## src/sv/fdpq_pkg.sv

```systemverilog
package fdpq_pkg;

  // Operation codes carried on the input side.
  typedef enum logic [1:0] {
    KIND_INSERT   = 2'd0,
    KIND_REM_HIGH = 2'd1,
    KIND_REM_LOW  = 2'd2,
    KIND_PEEK     = 2'd3
  } fdpq_kind_t;

  // Result status codes.
  typedef enum logic [1:0] {
    STAT_DONE  = 2'd0,
    STAT_FULL  = 2'd1,
    STAT_EMPTY = 2'd2
  } fdpq_status_t;

  // Sequencer states.
  typedef enum logic [1:0] {
    ST_IDLE,
    ST_SEARCH,
    ST_SHIFT
  } fdpq_state_t;

  // Capacity register width and reset value.
  localparam int CAP_W = 7;
  localparam logic [CAP_W-1:0] CAP_RESET = 7'd64;

endpackage

```

## src/sv/fdpq_ram.sv

```systemverilog
module fdpq_ram #(
  parameter int WIDTH = 40,
  parameter int DEPTH = 64
) (
  input  logic                     clk,
  input  logic                     we,
  input  logic [$clog2(DEPTH)-1:0] waddr,
  input  logic [WIDTH-1:0]         wdata,
  input  logic [$clog2(DEPTH)-1:0] raddr,
  output logic [WIDTH-1:0]         rdata
);

  logic [WIDTH-1:0] mem [DEPTH];

  // One write port and one read port with registered read data.
  always_ff @(posedge clk) begin
    if (we) begin
      mem[waddr] <= wdata;
    end
    rdata <= mem[raddr];
  end

endmodule

```

## src/sv/fifo_double_ended_priority_queue.sv

```systemverilog
// Double-ended priority queue that keeps up to DEPTH (priority, data) entries in
// arrival order in a single-port-read memory, with a running highest and lowest
// priority. An insert, or any refused operation, finishes in the cycle of its
// input transfer and its result is registered for the next cycle. A peek or a
// removal walks the memory one entry per cycle: the search finds the oldest entry
// at the extreme, and a removal then moves every later entry down by one while
// folding all survivors into the new extreme. The block takes no new input
// transfer while an operation runs or while a result waits that would be
// overwritten. The capacity register (7 bits, reset 64, values above DEPTH act
// as DEPTH) may be written at any time the queue is idle; held entries are kept
// when it drops.
module fifo_double_ended_priority_queue #(
  parameter int DEPTH      = 64,
  parameter int DATA_WIDTH = 32,
  parameter int PRIO_WIDTH = 8
) (
  input  logic clk,
  input  logic rst_n,

  // Input items: in_tdata = {in_data, in_prio}, in_tuser = kind.
  input  logic                                              in_tvalid,
  output logic                                              in_tready,
  input  logic [((PRIO_WIDTH+DATA_WIDTH+7)/8)*8-1:0]        in_tdata,  // in_prio, in_data
  input  logic [1:0]                                        in_tuser,  // kind

  // Results: out_tdata = {is_empty, count, out_prio, out_data}, out_tuser = status.
  output logic                                              out_tvalid,
  input  logic                                              out_tready,
  output logic [((DATA_WIDTH+PRIO_WIDTH+$clog2(DEPTH+1)+1+7)/8)*8-1:0] out_tdata,
                                                 // out_data, out_prio, count, is_empty
  output logic [1:0]                                        out_tuser, // status

  // Capacity register write.
  input  logic                                              cfg_valid,
  output logic                                              cfg_ready,
  input  logic [fdpq_pkg::CAP_W-1:0]                        cfg_data
);

  import fdpq_pkg::*;

  localparam int AW     = $clog2(DEPTH);
  localparam int CW     = $clog2(DEPTH + 1);
  localparam int WW     = (CW > CAP_W) ? CW : CAP_W;
  localparam int MW     = DATA_WIDTH + PRIO_WIDTH;
  localparam int OUT_NB = DATA_WIDTH + PRIO_WIDTH + CW + 1;
  localparam int OUT_W  = ((OUT_NB + 7) / 8) * 8;

  fdpq_state_t            state_r, state_nxt;
  logic [CW-1:0]          count_r, count_nxt;
  logic [PRIO_WIDTH-1:0]  high_r, high_nxt;
  logic [PRIO_WIDTH-1:0]  low_r, low_nxt;
  logic [CAP_W-1:0]       cap_r;
  logic [CW-1:0]          chk_r, chk_nxt;
  fdpq_kind_t             kind_r, kind_nxt;
  logic [PRIO_WIDTH-1:0]  tgt_r, tgt_nxt;
  logic [PRIO_WIDTH-1:0]  acc_r, acc_nxt;

  logic                   out_valid_r;
  fdpq_status_t           out_status_r, out_status_nxt;
  logic [DATA_WIDTH-1:0]  out_data_r, out_data_nxt;
  logic [PRIO_WIDTH-1:0]  out_prio_r, out_prio_nxt;
  logic [CW-1:0]          out_count_r, out_count_nxt;
  logic                   out_load;
  logic                   hold_load;

  logic                   ram_we;
  logic [AW-1:0]          ram_waddr;
  logic [MW-1:0]          ram_wdata;
  logic [AW-1:0]          ram_raddr;
  logic [MW-1:0]          ram_rdata;

  logic                   in_xfer;
  fdpq_kind_t             in_kind;
  logic [PRIO_WIDTH-1:0]  in_prio;
  logic [DATA_WIDTH-1:0]  in_data;
  logic [PRIO_WIDTH-1:0]  rd_prio;
  logic [DATA_WIDTH-1:0]  rd_data;
  logic [PRIO_WIDTH-1:0]  acc_fold;
  logic                   is_full;
  logic [CW-1:0]          chk_inc;

  // Entry memory, each word holds {data, priority}.
  fdpq_ram #(
    .WIDTH (MW),
    .DEPTH (DEPTH)
  ) u_entries (
    .clk   (clk),
    .we    (ram_we),
    .waddr (ram_waddr),
    .wdata (ram_wdata),
    .raddr (ram_raddr),
    .rdata (ram_rdata)
  );

  // Port unpacking.
  assign in_kind   = fdpq_kind_t'(in_tuser);
  assign in_prio   = in_tdata[PRIO_WIDTH-1:0];
  assign in_data   = in_tdata[PRIO_WIDTH+DATA_WIDTH-1:PRIO_WIDTH];
  assign in_tready = (state_r == ST_IDLE) && (!out_valid_r || out_tready);
  assign in_xfer   = in_tvalid && in_tready;
  assign cfg_ready = 1'b1;

  assign rd_prio   = ram_rdata[PRIO_WIDTH-1:0];
  assign rd_data   = ram_rdata[MW-1:PRIO_WIDTH];
  assign chk_inc   = chk_r + CW'(1);

  // Full when the count reaches the capacity or the physical depth.
  assign is_full = (WW'(count_r) >= WW'(cap_r)) || (count_r >= CW'(DEPTH));

  // Running extreme over the survivors: minimum for remove-lowest, maximum otherwise.
  always_comb begin
    acc_fold = acc_r;
    if (kind_r == KIND_REM_LOW) begin
      if (rd_prio < acc_r) acc_fold = rd_prio;
    end else begin
      if (rd_prio > acc_r) acc_fold = rd_prio;
    end
  end

  // Sequencer: next state, memory control and result loading.
  always_comb begin
    state_nxt      = state_r;
    count_nxt      = count_r;
    high_nxt       = high_r;
    low_nxt        = low_r;
    chk_nxt        = chk_r;
    kind_nxt       = kind_r;
    tgt_nxt        = tgt_r;
    acc_nxt        = acc_r;
    out_load       = 1'b0;
    hold_load      = 1'b0;
    out_status_nxt = STAT_DONE;
    out_data_nxt   = '0;
    out_prio_nxt   = '0;
    out_count_nxt  = count_r;
    ram_we         = 1'b0;
    ram_waddr      = count_r[AW-1:0];
    ram_wdata      = {in_data, in_prio};
    ram_raddr      = chk_inc[AW-1:0];

    case (state_r)
      ST_IDLE: begin
        ram_raddr = '0;
        if (in_xfer) begin
          kind_nxt = in_kind;
          if (in_kind == KIND_INSERT) begin
            out_load = 1'b1;
            if (is_full) begin
              out_status_nxt = STAT_FULL;
            end else begin
              ram_we        = 1'b1;
              count_nxt     = count_r + CW'(1);
              out_count_nxt = count_r + CW'(1);
              if (count_r == '0) begin
                high_nxt = in_prio;
                low_nxt  = in_prio;
              end else begin
                if (in_prio > high_r) high_nxt = in_prio;
                if (in_prio < low_r) low_nxt = in_prio;
              end
            end
          end else if (count_r == '0) begin
            out_load       = 1'b1;
            out_status_nxt = STAT_EMPTY;
          end else begin
            tgt_nxt   = (in_kind == KIND_REM_LOW) ? low_r : high_r;
            acc_nxt   = (in_kind == KIND_REM_LOW) ? high_r : low_r;
            chk_nxt   = '0;
            state_nxt = ST_SEARCH;
          end
        end
      end

      ST_SEARCH: begin
        // Read data belongs to entry chk_r; entry chk_r + 1 is being read.
        if (rd_prio == tgt_r) begin
          out_data_nxt = rd_data;
          out_prio_nxt = rd_prio;
          chk_nxt      = chk_inc;
          if (kind_r == KIND_PEEK) begin
            out_load  = 1'b1;
            state_nxt = ST_IDLE;
          end else begin
            hold_load = 1'b1;
            state_nxt = ST_SHIFT;
          end
        end else begin
          acc_nxt = acc_fold;
          chk_nxt = chk_inc;
          if (chk_inc == count_r) begin
            out_load       = 1'b1;
            out_status_nxt = STAT_EMPTY;
            state_nxt      = ST_IDLE;
          end
        end
      end

      ST_SHIFT: begin
        out_data_nxt = out_data_r;
        out_prio_nxt = out_prio_r;
        if (chk_r == count_r) begin
          // Every later entry has moved down; commit the new extreme.
          out_load      = 1'b1;
          count_nxt     = count_r - CW'(1);
          out_count_nxt = count_r - CW'(1);
          if (kind_r == KIND_REM_LOW) begin
            low_nxt = acc_r;
          end else begin
            high_nxt = acc_r;
          end
          state_nxt = ST_IDLE;
        end else begin
          ram_we    = 1'b1;
          ram_waddr = chk_r[AW-1:0] - AW'(1);
          ram_wdata = ram_rdata;
          acc_nxt   = acc_fold;
          chk_nxt   = chk_inc;
        end
      end

      default: begin
        state_nxt = ST_IDLE;
      end
    endcase
  end

  // Control registers.
  always_ff @(posedge clk) begin
    if (!rst_n) begin
      state_r     <= ST_IDLE;
      count_r     <= '0;
      high_r      <= '0;
      low_r       <= '0;
      cap_r       <= CAP_RESET;
      out_valid_r <= 1'b0;
    end else begin
      state_r <= state_nxt;
      count_r <= count_nxt;
      high_r  <= high_nxt;
      low_r   <= low_nxt;
      if (cfg_valid && cfg_ready) begin
        cap_r <= cfg_data;
      end
      if (out_load) begin
        out_valid_r <= 1'b1;
      end else if (out_tready) begin
        out_valid_r <= 1'b0;
      end
    end
  end

  // Working and result payload registers.
  always_ff @(posedge clk) begin
    chk_r  <= chk_nxt;
    kind_r <= kind_nxt;
    tgt_r  <= tgt_nxt;
    acc_r  <= acc_nxt;
    if (out_load || hold_load) begin
      out_data_r <= out_data_nxt;
      out_prio_r <= out_prio_nxt;
    end
    if (out_load) begin
      out_status_r <= out_status_nxt;
      out_count_r  <= out_count_nxt;
    end
  end

  // Result packing.
  assign out_tvalid = out_valid_r;
  assign out_tuser  = out_status_r;
  assign out_tdata  = OUT_W'({(out_count_r == '0), out_count_r, out_prio_r, out_data_r});

  // The count never exceeds the memory depth.
  a_count_bound: assert property (@(posedge clk) disable iff (!rst_n)
    count_r <= CW'(DEPTH))
    else $error("entry count beyond depth");

  // With entries held, the extremes stay ordered.
  a_extremes_ordered: assert property (@(posedge clk) disable iff (!rst_n)
    (count_r != '0) |-> (high_r >= low_r))
    else $error("highest below lowest");

  // A removal or peek on a non-empty queue starts the search.
  a_search_start: assert property (@(posedge clk) disable iff (!rst_n)
    (in_xfer && (in_kind != KIND_INSERT) && (count_r != '0)) |=> (state_r == ST_SEARCH))
    else $error("search did not start");

  // The end of a shift removes exactly one entry and presents a result.
  a_shift_end: assert property (@(posedge clk) disable iff (!rst_n)
    ((state_r == ST_SHIFT) && (chk_r == count_r)) |=>
      ((count_r == $past(count_r) - CW'(1)) && out_valid_r))
    else $error("removal did not complete");

  // No new input transfer is taken while a search or shift runs.
  a_busy_no_accept: assert property (@(posedge clk) disable iff (!rst_n)
    ((state_r == ST_SEARCH) || (state_r == ST_SHIFT)) |-> !in_tready)
    else $error("input taken while busy");

endmodule

```

## config.mk

```make
export PLATFORM = sky130hd
export DESIGN_NAME = fifo_double_ended_priority_queue
export DESIGN_NICKNAME = d
export VERILOG_FILES = /design/src/sv/fdpq_pkg.sv /design/src/sv/fdpq_ram.sv /design/src/sv/fifo_double_ended_priority_queue.sv
export SDC_FILE = /design/constraint.sdc
export NUM_CORES = 2
export LEC_CHECK = 0
export ABC_CLOCK_PERIOD_IN_PS = 7500
export BUFFER_PORTS_ARGS = -buffer_cell sky130_fd_sc_hd__buf_2
export CAP_MARGIN = 10
export CORE_MARGIN = 4
export CORE_UTILIZATION = 55
export CTS_BUF_LIST = sky130_fd_sc_hd__clkbuf_4 sky130_fd_sc_hd__clkbuf_8 sky130_fd_sc_hd__clkbuf_16
export DETAILED_ROUTE_END_ITERATION = 8
export PLACE_DENSITY = 0.71
export REMOVE_ABC_BUFFERS = 1
export SYNTH_ARGS = -nofsm -noshare
export SYNTH_HDL_FRONTEND = slang
export SYNTH_SLANG_ARGS = --single-unit
```

## constraint.sdc

```tcl
create_clock -name clk -period 7.5 [get_ports clk]
set_input_delay 0.75 -clock clk [delete_from_list [all_inputs] [get_ports clk]]
set_output_delay 0.75 -clock clk [all_outputs]
set_load 0.005 [all_outputs]
```

==> impl_metrics.json <==
{
  "netlist_top_cells_count": "2,634 x edfxtp_1, 531 x nand2_1, 483 x nor3_1",
  "setup_viol": 0,
  "fin_skew_ns": 0.0537,
  "end_kind": "flip-flop",
  "syn-cell-area_sq_um": 108000,
  "slew_violations": 0,
  "rows": 162,
  "start_kind": "flip-flop",
  "cts_resized": 0,
  "initialDrtViolationCount": 9148,
  "max_slew.worst_pin.slew_ns": 1.31,
  "cts_hold_buf": 0,
  "worst_ep_arrival_time_ns": 6.47,
  "synth.distinct_cells": 67,
  "irDropWorstVdd_uv": 297,
  "hold_violations": 0,
  "port_buffers": 105,
  "clock_sinks": 2707,
  "async_flop_share": 0,
  "fmax_mhz": 170,
  "ys_ff_latch": 2707,
  "synth.most_common_cell": "edfxtp_1",
  "synth_area_per_cell_sq_um": 16.1,
  "hpwlAfterDp_mm": 169,
  "synth_ff_type": "edfxtp_1",
  "fin_crit_sh": 0.784,
  "design.portCount": 107,
  "drc": 0,
  "synth.top_cell.area_share": 0.732,
  "fillers": 13500,
  "leakagePower_nw": 39.1,
  "htree_levels": 5,
  "synth_edf_count": 2634,
  "clockBufferDepth": 4,
  "ys_seq_area_frac": 0.746,
  "cts_root_buf": "clkbuf_16",
  "die_w_um": 451,
  "drtAntennaViolNets": 0,
  "timing.max_cap.violations": 0,
  "cts_setup_buffers": 0,
  "syn2layout_area_growth_pct": 12.4,
  "yosysWarnings": 0,
  "start_util": 0.553,
  "grt_pass1_vias": 62200,
  "synth_top_cell_by_area": "edfxtp_1",
  "cts_tree": "built",
  "grt_pass1_wl_mm": 430,
  "coreArea_sq_um": 195000,
  "syn_inst": 6719,
  "grt-ovfl-total": 0,
  "vias": 64100,
  "grt_max_degree": 194,
  "routedWlPerCell_um": 30.6,
  "route.detailed.vias_per_inst": 6.64,
  "insertion_delay_ns": 0.93,
  "firstDrtPassIters": 8,
  "layout-drive-gt1-share": 0.196,
  "wl_mm": 295,
  "dieArea_sq_um": 204000,
  "power.total_w": 0.0356,
  "min_period_ns": 5.88,
  "critical_path_class": "reg2reg",
  "cp_max_fo": 22,
  "r2r_slack_ns": 1.62,
  "grt_use_total": 0.286,
  "status": "finished, final reports clean",
  "clkTransAtPathRegs_ns": 0.06,
  "slew_headroom": 0.122,
  "nNetsFinal": 6912,
  "die_h_um": 451,
  "grt_setup_unrepaired": "no",
  "worstPathRequired_ns": 8.09,
  "hp-class": "in2reg",
  "cts_made_buffers": 280,
  "fin_tns_setup_ns": 0,
  "power.density_nw_per_um2": 293,
  "antenna_found_initial": 16,
  "gp_congestion": 0.885,
  "ys_top_cells_by_area": "edfxtp_1 73%, mux4_2 5.0%, nor3_1 2.2%"
}
## placed cells by master, fill, tap and decap left out, types with 36 or more instances in the layout
cell and count:
edfxtp_1 2634, o32ai_1 77, mux2i_1 112, or4_1 43
buf_4 175, nor3_1 480, buf_2 105, dfxtp_1 73
nor2b_1 58, and3_1 165, o21a_1 43, a221oi_1 39
a311oi_1 43, o211ai_1 43, ha_1 36, a211oi_1 154
o21ai_0 75, or3_1 43, a21oi_1 103, clkbuf_4 83
inv_1 78, and2_1 52, nor4_1 37, o221ai_1 46
nand2_1 485, clkbuf_16 289, a2111oi_0 41, clkinv_1 49
mux2_2 131, o211a_1 39, nor2_1 266, a2bb2oi_1 40
nand2_2 42, mux4_2 239, a31oi_1 82, nor2_4 65
o22ai_1 126, or2_2 116
## where the power goes
group	switching [W]	internal (W)	leakage [nW]
sequential	0.000320	0.0168	24.3
clock	0.00551	0.00794	4.45
combinational	0.00330	0.00174	10.3
total	0.00912	0.0265	39.1
## critical path, stage by stage (launching register included)
cell	delay, ns
dfxtp_1	0.60
ha_1	0.31
and3_1	0.20
a221o_1	0.38
a311oi_1	0.57
nand2_1	0.43
o31ai_1	0.89
nand2_1	0.82
nor2_4	1.00
buf_4	0.33
## final timing paths
kind,end,startpoint,cells past startpoint
max,u_entries.mem[22][23],count_r[4],9
min,cap_r[6],cfg_data[6],3
max reg2reg,u_entries.mem[22][23],count_r[4],9
min reg2reg,high_r[5],high_r[5],2
## registers in the layout, indices dropped and copies added, names as in the netlist
register and flops:
acc_r 8, cap_r 7, chk_r 7, count_r 7
high_r 8, kind_r 2, low_r 8, out_count_r 7
out_data_r 32, out_prio_r 8, out_tuser 2, out_tvalid 1
state_r 2, tgt_r 8, u_entries.mem 2560, u_entries.rdata 40
## layout make-up
class	count	area (sq um)	share of cell area
Sequential cell	2707	80600	0.663
Multi-Input combinational cell	3444	26000	0.214
Clock buffer	387	8060	0.0664
Tap cell	2624	3280	0.0270
Timing Repair Buffer	307	2370	0.0195
Clock inverter	100	791	0.00651
Inverter	80	308	0.00253
Antenna cell	6	15.0	0.000124
## kinds of logic after synthesis
kind of cell / count (synthesis) / share of synthesized area
AOI/OAI and AO/OA: 986 / 0.0666
xor gates and xnor gates: 32 / 0.00286
adders and majority gates: 38 / 0.00440
buffers and inverters: 568 / 0.0211
DFF: 2707 / 0.746
muxes: 484 / 0.0742
other: 1 / 0.0000347
and+or+nand+nor: 1903 / 0.0851
## routing by layer
| metal | vias to the layer above | wire (um) | track usage | part of all wire |
|---|---|---|---|---|
| li1 | 26800 | - | - | - |
| met1 | 32600 | 112000 | 0.406 | 0.38 |
| met4 | 8 | 13900 | 0.121 | 0.047 |
| met3 | 630 | 33400 | 0.0607 | 0.11 |
| met2 | 4102 | 136000 | 0.436 | 0.46 |
| met5 | - | 57 | 0 | 0.00019 |
## stage by stage
step	cells	worst slack [ns]	utilization	hold WS [ns]	area, sq um
CTS	9643	1.71	0.621	0.0225	121000
global placement	9152	1.74	0.576	0.462	112000
detailed placement	9156	1.71	0.576	0.467	112000
finish	9655	1.62	0.622	0.0795	121000
floorplan	6231	-30.18	-	0.448	106000
global route	9650	1.39	0.622	0.0632	121000
Power figures use the tool's default switching activity.
